--- src/hdl/assert_macros.svh ---
// ----------------------------------------------------------------------------
// Assertion macros
// Shared concurrent assertion forms, clocked on clk_i and disabled in reset.
// ----------------------------------------------------------------------------
`ifndef ASSERT_MACROS_SVH
`define ASSERT_MACROS_SVH
`ifndef SYNTH
// The property must hold at every rising clock edge outside reset.
`define ASSERT_PROP(label, prop, msg) \
  label: assert property (@(posedge clk_i) disable iff (!rst_ni) prop) \
    else $error(msg);
// The condition must never be true at a rising clock edge outside reset.
`define ASSERT_NEVER(label, cond, msg) \
  label: assert property (@(posedge clk_i) disable iff (!rst_ni) !(cond)) \
    else $error(msg);
`else
`define ASSERT_PROP(label, prop, msg)
`define ASSERT_NEVER(label, cond, msg)
`endif
`endif

--- src/hdl/lpoc_pkg.sv ---
// ----------------------------------------------------------------------------
// Occurrence counter package
// Field widths, codes, state encoding and controller/datapath bundles.
// ----------------------------------------------------------------------------
package lpoc_pkg;

  localparam int unsigned KEY_W       = 64;
  localparam int unsigned CNT_W       = 8;
  localparam int unsigned SLOT_W      = 10;
  localparam int unsigned FUNC_W      = 2;
  localparam int unsigned STAT_W      = 2;
  localparam int unsigned OUT_TDATA_W = 24;
  localparam int unsigned OUT_PAD_W   = OUT_TDATA_W - CNT_W - SLOT_W - 1;

  localparam logic [CNT_W-1:0] COUNT_MAX    = 8'd255;
  localparam logic [CNT_W-1:0] REPEAT_SET   = 8'd3;
  localparam logic [CNT_W-1:0] REPEAT_CLEAR = 8'd2;

  // Key bits folded into the remainder per cycle by the home slot divider.
  localparam int unsigned HASH_STEP = 4;

  typedef enum logic [FUNC_W-1:0] {
    FN_RECORD = 2'd0,
    FN_REMOVE = 2'd1,
    FN_CLEAR  = 2'd2,
    FN_NOP    = 2'd3
  } func_e;

  typedef enum logic [STAT_W-1:0] {
    STAT_OK        = 2'd0,
    STAT_FULL      = 2'd1,
    STAT_MISSING   = 2'd2,
    STAT_UNDERFLOW = 2'd3
  } stat_e;

  typedef enum logic [2:0] {
    S_INIT,
    S_IDLE,
    S_HASH,
    S_READ,
    S_CMP,
    S_CLEAR,
    S_FINISH
  } state_e;

  typedef struct packed {
    logic latch_in;
    logic load_home;
    logic probe_next;
    logic resolve;
    logic sweep;
    logic load_out;
  } cmd_t;

  typedef struct packed {
    logic hash_done;
    logic hit;
    logic last_probe;
    logic sweep_last;
    logic out_free;
  } stat_t;

endpackage

--- src/hdl/lpoc_ctrl.sv ---
// ----------------------------------------------------------------------------
// Occurrence counter controller
// Sequences the clearing sweep, home slot reduction, probing and result hand-off.
// ----------------------------------------------------------------------------
`include "assert_macros.svh"

module lpoc_ctrl
  import lpoc_pkg::*;
(
  input  logic  clk_i,
  input  logic  rst_ni,
  input  logic  s_valid_i,
  input  func_e s_func_i,
  output logic  s_ready_o,
  output cmd_t  cmd_o,
  input  stat_t stat_i
);

  state_e state_q, state_d;
  logic   probe_end;

  assign probe_end = stat_i.hit || stat_i.last_probe;

  always_comb begin
    state_d = state_q;
    case (state_q)
      S_INIT: begin
        if (stat_i.sweep_last) begin
          state_d = S_IDLE;
        end
      end
      S_IDLE: begin
        if (s_valid_i) begin
          case (s_func_i)
            FN_RECORD: state_d = S_HASH;
            FN_REMOVE: state_d = S_HASH;
            FN_CLEAR:  state_d = S_CLEAR;
            default:   state_d = S_FINISH;
          endcase
        end
      end
      S_HASH: begin
        if (stat_i.hash_done) begin
          state_d = S_READ;
        end
      end
      S_READ: state_d = S_CMP;
      S_CMP: begin
        state_d = probe_end ? S_FINISH : S_READ;
      end
      S_CLEAR: begin
        if (stat_i.sweep_last) begin
          state_d = S_FINISH;
        end
      end
      S_FINISH: begin
        if (stat_i.out_free) begin
          state_d = S_IDLE;
        end
      end
      default: state_d = S_INIT;
    endcase
  end

  always_comb begin
    s_ready_o        = (state_q == S_IDLE);
    cmd_o            = '0;
    cmd_o.latch_in   = (state_q == S_IDLE) && s_valid_i;
    cmd_o.load_home  = (state_q == S_HASH) && stat_i.hash_done;
    cmd_o.probe_next = (state_q == S_CMP) && !probe_end;
    cmd_o.resolve    = (state_q == S_CMP) && probe_end;
    cmd_o.sweep      = (state_q == S_INIT) || (state_q == S_CLEAR);
    cmd_o.load_out   = (state_q == S_FINISH) && stat_i.out_free;
  end

  always_ff @(posedge clk_i or negedge rst_ni) begin
    if (!rst_ni) begin
      state_q <= S_INIT;
    end else begin
      state_q <= state_d;
    end
  end

  `ASSERT_PROP(a_out_slot_free, cmd_o.load_out |-> stat_i.out_free, "result loaded over a pending one")
  `ASSERT_PROP(a_cmp_exit, (state_q == S_CMP) |=> (state_q == S_FINISH || state_q == S_READ), "bad exit from compare")
  `ASSERT_PROP(a_resolve_finish, cmd_o.resolve |=> (state_q == S_FINISH), "resolve not followed by finish")

endmodule

--- config.mk ---
export PLATFORM = sky130hd
export DESIGN_NAME = lpoc_ctrl
export DESIGN_NICKNAME = d
export VERILOG_FILES = /design/src/hdl/lpoc_pkg.sv /design/src/hdl/lpoc_ctrl.sv
export VERILOG_INCLUDE_DIRS = /design/src /design/src/hdl
export SDC_FILE = /design/constraint.sdc
export NUM_CORES = 1
export LEC_CHECK = 0
export ABC_AREA = 0
export BUFFER_PORTS_ARGS = -buffer_cell sky130_fd_sc_hd__buf_2
export CAP_MARGIN = 10
export CORE_AREA = 3 3 40 42
export DETAILED_ROUTE_END_ITERATION = 16
export DIE_AREA = 0 0 43 45
export SLEW_MARGIN = 40
export SYNTH_ARGS = -nofsm -noshare
export SYNTH_HDL_FRONTEND = slang
export SYNTH_SLANG_ARGS = --single-unit
export TNS_END_PERCENT = 20
--- constraint.sdc ---
create_clock -name clk_i -period 1.9 [get_ports clk_i]
set_input_delay 0.285 -clock clk_i [delete_from_list [all_inputs] [get_ports clk_i]]
set_output_delay 0.285 -clock clk_i [all_outputs]
set_load 0.05 [all_outputs]
==> results of run 1 <==
[power by group through the flow]
stage	Clock [uW]	Combinational (uW)	Sequential [uW]
floorplan	0	509	120
global placement	0	567	141
detailed placement	0	564	142
CTS	118	569	142
global route	129	661	143
finish	112	606	136
[repair_timing]
item / in CTS / in global routing
endpoints found under the hold margin: 3 / 0
buffers inserted: 0 / 2
hold buffers: 1 / 0
gates resized for setup: 0 / 2
setup endpoints to repair: 0 / 2
[worst max-delay path, stage by stage (launching register included)]
cell and delay [ns]:
dfrtp_2 0.44, or3b_1 0.40, inv_1 0.07, and2_1 0.12, clkbuf_4 0.22
[kinds of logic (layout without fill, tap and decap cells)]
family,count (synthesis),in the layout
buffers and inverters,6,28
XOR/XNOR,1,1
multiplexers,2,2
flip-flops,3,3
AND/OR/NAND/NOR,17,17
AO/OA/AOI/OAI,9,9
[path summary, 6_finish.rpt]
kind	startpoint	end
max in group asynchronous	rst_ni	state_q[1]
worst max-delay path	state_q[1]	cmd_o[5]
worst max register to register	state_q[2]	state_q[0]
min in group clk_i	stat_i[0]	state_q[1]
worst min-delay path	rst_ni	state_q[1]
worst min register to register	state_q[0]	state_q[0]
[through the flow]
stage               utilization  hold WS (ns)
finish                    0.361         0.371
global route              0.361         0.371
CTS                       0.347         0.362
detailed placement        0.318        0.0821
global placement          0.318        0.0824
floorplan                     -       -0.0106
[placed cells by master, fill, tap and decap left out, drive strengths merged, types with 2 or more instances in the layout]
cell type   n
buf        19
nor2        5
clkbuf      5
inv         3
dfrtp       3
nand2b      2
nor3        2
nand2       2
a21oi       2
a211oi      2
[routing by layer]
| layer | track usage | part of all wire | vias to the layer above |
|---|---|---|---|
| li1 | - | - | 182 |
| met3 | 0.0359 | 0.024 | 0 |
| met5 | 0 | 0 | - |
| met1 | 0.102 | 0.42 | 164 |
| met2 | 0.168 | 0.55 | 6 |
| met4 | 0.0904 | 0 | 0 |
[cell type report]
type,instances,area (sq um),area share
inverters,3,11.3,0.0243
repair buffers,21,123,0.264
clock buffers,4,26.3,0.0566
flip-flops and latches,3,76.3,0.164
multi-input cells,29,209,0.450
well taps,15,18.8,0.0404
==> reports/qor.yml, run 1 <==
status:
  status: "completed"
clocking:
  cts_sinks: 3
  cts_root_buf: "clkbuf_4"
  tritoncts: "yes"
  cts-htree-levels: 1
  clock_path_buffers: 2
  clk_latency_ns: 0.23
  clk_pin_slew_worst_paths_ns: 0.04
  cts_inserted_buffers: 3
yosys:
  synth_top_area_cell: "dfrtp_1"
  ys_seq_area_frac: 0.235
  synth_top_family_by_area: "simple AND/OR/NAND/NOR gates"
  synth_edf_count: 0
  synth_compound_area_frac: 0.200
  synth.top_cells.by_area: "dfrtp_1 (24%), buf_6 (7.1%), mux4_2 (7.1%), nor2_1 (5.9%), a211oi_1 (4.7%)"
  syn_inst: 38
  synth_area_per_cell_sq_um: 8.40
  synth_area_sq_um: 319
  ys_types: 25
  ys_ff_latch: 3
  muxShareOfSynthArea: 0.118
  async_flop_share: 1.00
  syn-num-nets: 48
  yosys_warnings: 0
  ys.flop_type: "dfrtp_1"
  synth_commonest_cells: "nor2_1 (5), dfrtp_1 (3)"
  synth_xor_xnor_area_share: 0.0275
  yosys.area_share.simple: 0.290
  synthAdderAreaFrac: 0
  yosysMostFrequentCell: "nor2_1"
  yosys.area.top_type_share: 0.235
pwr:
  ir_worst_vdd_v: 0.000411
  p_leak_uw: 0.000227
  switching_share: 0.519
  power_switching_uw: 443
  power_frac_clock: 0.131
  combPwrFrac: 0.710
  internal_power_uw: 411
  p_seq_frac: 0.159
  power_uw: 853
  power_density_mw_per_mm2: 1840
sta:
  fin_ws_ns: 0.134
  hold_violations: 0
  min_period_ns: 1.77
  rsz0062_at_grt: "false"
  finClkSkew_ns: 0.00510
  fin_tns_setup_ns: 0
  clock.fmax_mhz: 566
  slew_violations: 0
  finalSetupViolations: 0
  period_share: 0.929
  max_slew_margin: 0.805
  max_slew.worst_pin.slew_ns: 0.290
final_layout:
  largest-register: "state_q"
  reg_top3: "state_q x3"
  largest_register_ff_count: 3
  final_cells: 75
  area_growth_pct: 45.5
  drive_gt1_frac: 0.483
  final_nets: 71
  num_antenna_cells: 0
  fillers: 132
  finalInstanceArea_sq_um: 464
global_routing:
  antenna_found_initial: 0
  grt_overflow: 0
  grt_pass1_wl_microns: 1390
  grt_usage: 0.102
  grt_max_degree: 12
  grt_pass1_vias: 346
floorplanning:
  ios: 17
  start_util: 0.248
  die-area_sq_mm: 0.00194
  fp.coreArea_sq_mm: 0.00128
  die_x_microns: 43
  die_height_microns: 45
  fp-row-count: 13
drt:
  vias_per_cell: 4.69
  vias: 352
  wire_per_inst_microns: 10.6
  antenna_left: 0
  drtPass1Iterations: 4
  drc: 0
  drt-total-wl_microns: 795
  drtIter0Drc: 6
min_path:
  hold_class: "input pin to async pin"
placed_design:
  post_dp_cell_area_sq_um: 409
  dp_cells: 68
  hpwl_microns: 593
  routabilityCongestion: 0.812
  port_buffers: 16
  dp_slack_ns: 0.281
run:
  cap_violations: 0
worst_setup_path:
  worstPathRequired_ns: 1.62
  criticalPathCategory: "register to output port"
  r2r_setup_slack_ns: 0.51
  reg2reg_depth: 4
  crit_fanout: 8
  start_kind: "register"
  end_kind: "output port"
  cp.arrival_ns: 1.48
Note: power is estimated with default switching activity, not from simulation.
==> run 2: changes to the inputs <==
--- a/config.mk
+++ b/config.mk
@@ -9,9 +9,9 @@
 export ABC_AREA = 0
 export BUFFER_PORTS_ARGS = -buffer_cell sky130_fd_sc_hd__buf_2
 export CAP_MARGIN = 10
-export CORE_AREA = 3 3 40 42
+export CORE_AREA = 2 2 39 41
 export DETAILED_ROUTE_END_ITERATION = 16
-export DIE_AREA = 0 0 43 45
+export DIE_AREA = 0 0 41 43
 export SLEW_MARGIN = 40
 export SYNTH_ARGS = -nofsm -noshare
 export SYNTH_HDL_FRONTEND = slang
==> reports/qor.yml, run 2 (synthesis results as in run 1) <==
min_path:
  hold_class: "input pin to async pin"
floorplanning:
  fp.coreArea_sq_mm: 0.00138  # +7.7%
  fp-row-count: 14  # +1
  ios: 17  # unchanged
  die_height_microns: 43  # -4.4%
  start_util: 0.231  # -0.0177
  die_x_microns: 41  # -4.7%
  die-area_sq_mm: 0.00176  # -8.9%
final_layout:
  num_antenna_cells: 0  # unchanged
  fillers: 166  # +26%
  mostFrequentLayoutCell: "buf_2"
  area_growth_pct: 42.4
  layout_common_cells: "buf_2 (16), nor2_1 (5), clkbuf_4 (3), buf_4 (3), dfrtp_1 (3)"
  post-route-util: 0.328  # -0.0330
  largest_register_ff_count: 3  # unchanged
  final_cells: 75  # unchanged
  reg_top3: "state_q x3"
  largest-register: "state_q"
  final_nets: 70  # -1.4%
  drive_gt1_frac: 0.458  # -0.0257
sta:
  max_slew_margin: 0.845  # +0.0401
  max_slew.worst_pin.slew_ns: 0.230  # -0.0597 ns
  finalSetupViolations: 0  # unchanged
  finClkSkew_ns: 0.00186  # -0.00324 ns
  rsz0062_at_grt: "false"
  hold_slack_ns: 0.370  # -0.00170 ns
  period_share: 0.895  # -0.0344
  slew_violations: 0  # unchanged
  min_period_ns: 1.70  # -0.0654 ns
  hold_violations: 0  # unchanged
  fin_ws_ns: 0.199  # +0.0654 ns
  clock.fmax_mhz: 588  # +3.8%
worst_setup_path:
  worstPathRequired_ns: 1.62  # about the same
  r2r_start: "state_q[2]"
  end_kind: "output port"
  crit_fanout: 2  # -6
  reg2reg_depth: 4  # unchanged
  r2r_setup_slack_ns: 0.51  # about the same
  cp.arrival_ns: 1.42  # -0.06 ns
  r2r_end: "state_q[0]"
  criticalPathCategory: "register to output port"
  start_kind: "register"
global_routing:
  grt_pass1_vias: 339  # -2.0%
  grt_max_degree: 12  # unchanged
  antenna_found_initial: 0  # unchanged
  grt_overflow: 0  # unchanged
  grt_pass1_wl_microns: 1320  # -5.0%
  grt_usage: 0.111  # +0.00877
clocking:
  tritoncts: "yes"
  cts_inserted_buffers: 3  # unchanged
  clock_path_buffers: 2  # unchanged
  clk_pin_slew_worst_paths_ns: 0.04  # about the same
  clk_latency_ns: 0.24  # about the same
  cts_root_buf: "clkbuf_4"
  cts.repair.resized: 0  # unchanged
  cts-htree-levels: 1  # unchanged
  cts_sinks: 3  # unchanged
placed_design:
  dp_slack_ns: 0.442  # +0.161 ns
  routabilityCongestion: 0.808  # -0.48%
  port_buffers: 16  # unchanged
  hpwl_microns: 574  # -3.2%
  dp_cells: 70  # +2.9%
drt:
  vias: 358  # +1.7%
  drtPass1Iterations: 4  # unchanged
  drc: 0  # unchanged
  drt-total-wl_microns: 758  # -4.7%
  drtIter0Drc: 2  # -4
  antenna_left: 0  # unchanged
  vias_per_cell: 4.77  # +1.7%
  wire_per_inst_microns: 10.1  # -4.7%
run:
  cap_violations: 0  # unchanged
status:
  status: "completed"
pwr:
  power_uw: 832  # -2.5%
  ir_worst_vdd_v: 0.000407  # -1.0%
  power_density_mw_per_mm2: 1830  # -0.31%
  p_leak_uw: 0.000224  # -1.4%
[run 2: changes by cell type in the layout (fill, tap and decap cells not counted), sizes merged]
| cell | before | now |
|---|---|---|
| clkbuf | 5 | 4 |
[run 2: how the worst max path moves through the flow]
| stage | from | endpoint | slack [ns] |
|---|---|---|---|
| floorplan | state_q[0] | cmd_o[2] | -0.12 |
| global placement | state_q[1] | cmd_o[5] | 0.46 |
| detailed placement | state_q[1] | cmd_o[5] | 0.44 |
| CTS | state_q[1] | cmd_o[5] | 0.18 |
| global route | state_q[0] | cmd_o[2] | 0.1 |
| finish | state_q[1] | cmd_o[5] | 0.20 |
[run 2: critical path: stages (launching register included)]
cell	delay [ns]
dfrtp_1	0.36
or3b_1	0.39
inv_1	0.07
and2_1	0.11
buf_2	0.25
[run 2: per-layer routing]
layer,wire length (microns),up-vias,share of wire,track usage
li1,-,182,-,-
met5,0,-,0,0
met1,348,159,0.46,0.136
met4,18,0,0.024,0.100
met3,52,2,0.069,0.0209
met2,339,15,0.45,0.153
[run 2: layout make-up]
cell class	instances	area, sq um	share of cell area
multi-input cells	29	209	0.460
repair buffers	20	113	0.248
flip-flops and latches	3	75.1	0.165
clock buffers	4	26.3	0.0579
well taps	16	20.0	0.0441
inverters	3	11.3	0.0248
[run 2: through the flow]
step	setup TNS, ns	instance area, sq um
2_1_floorplan	-0.243	325
3_3_place_gp	0	418
3_5_place_dp	0	418
4_1_cts	0	454
5_1_grt	0	454
6_report	0	454
[run 2: timing repair]
action / in CTS / in global routing
buffers inserted: 0 / 0
endpoints found under the hold margin: 3 / 0
hold buffers: 1 / 0
[run 2: report_power, final]
group	total [uW]	internal [uW]	switching, uW
Sequential	115	99.4	15.6
Combinational	603	216	387
Clock	115	78.9	35.7
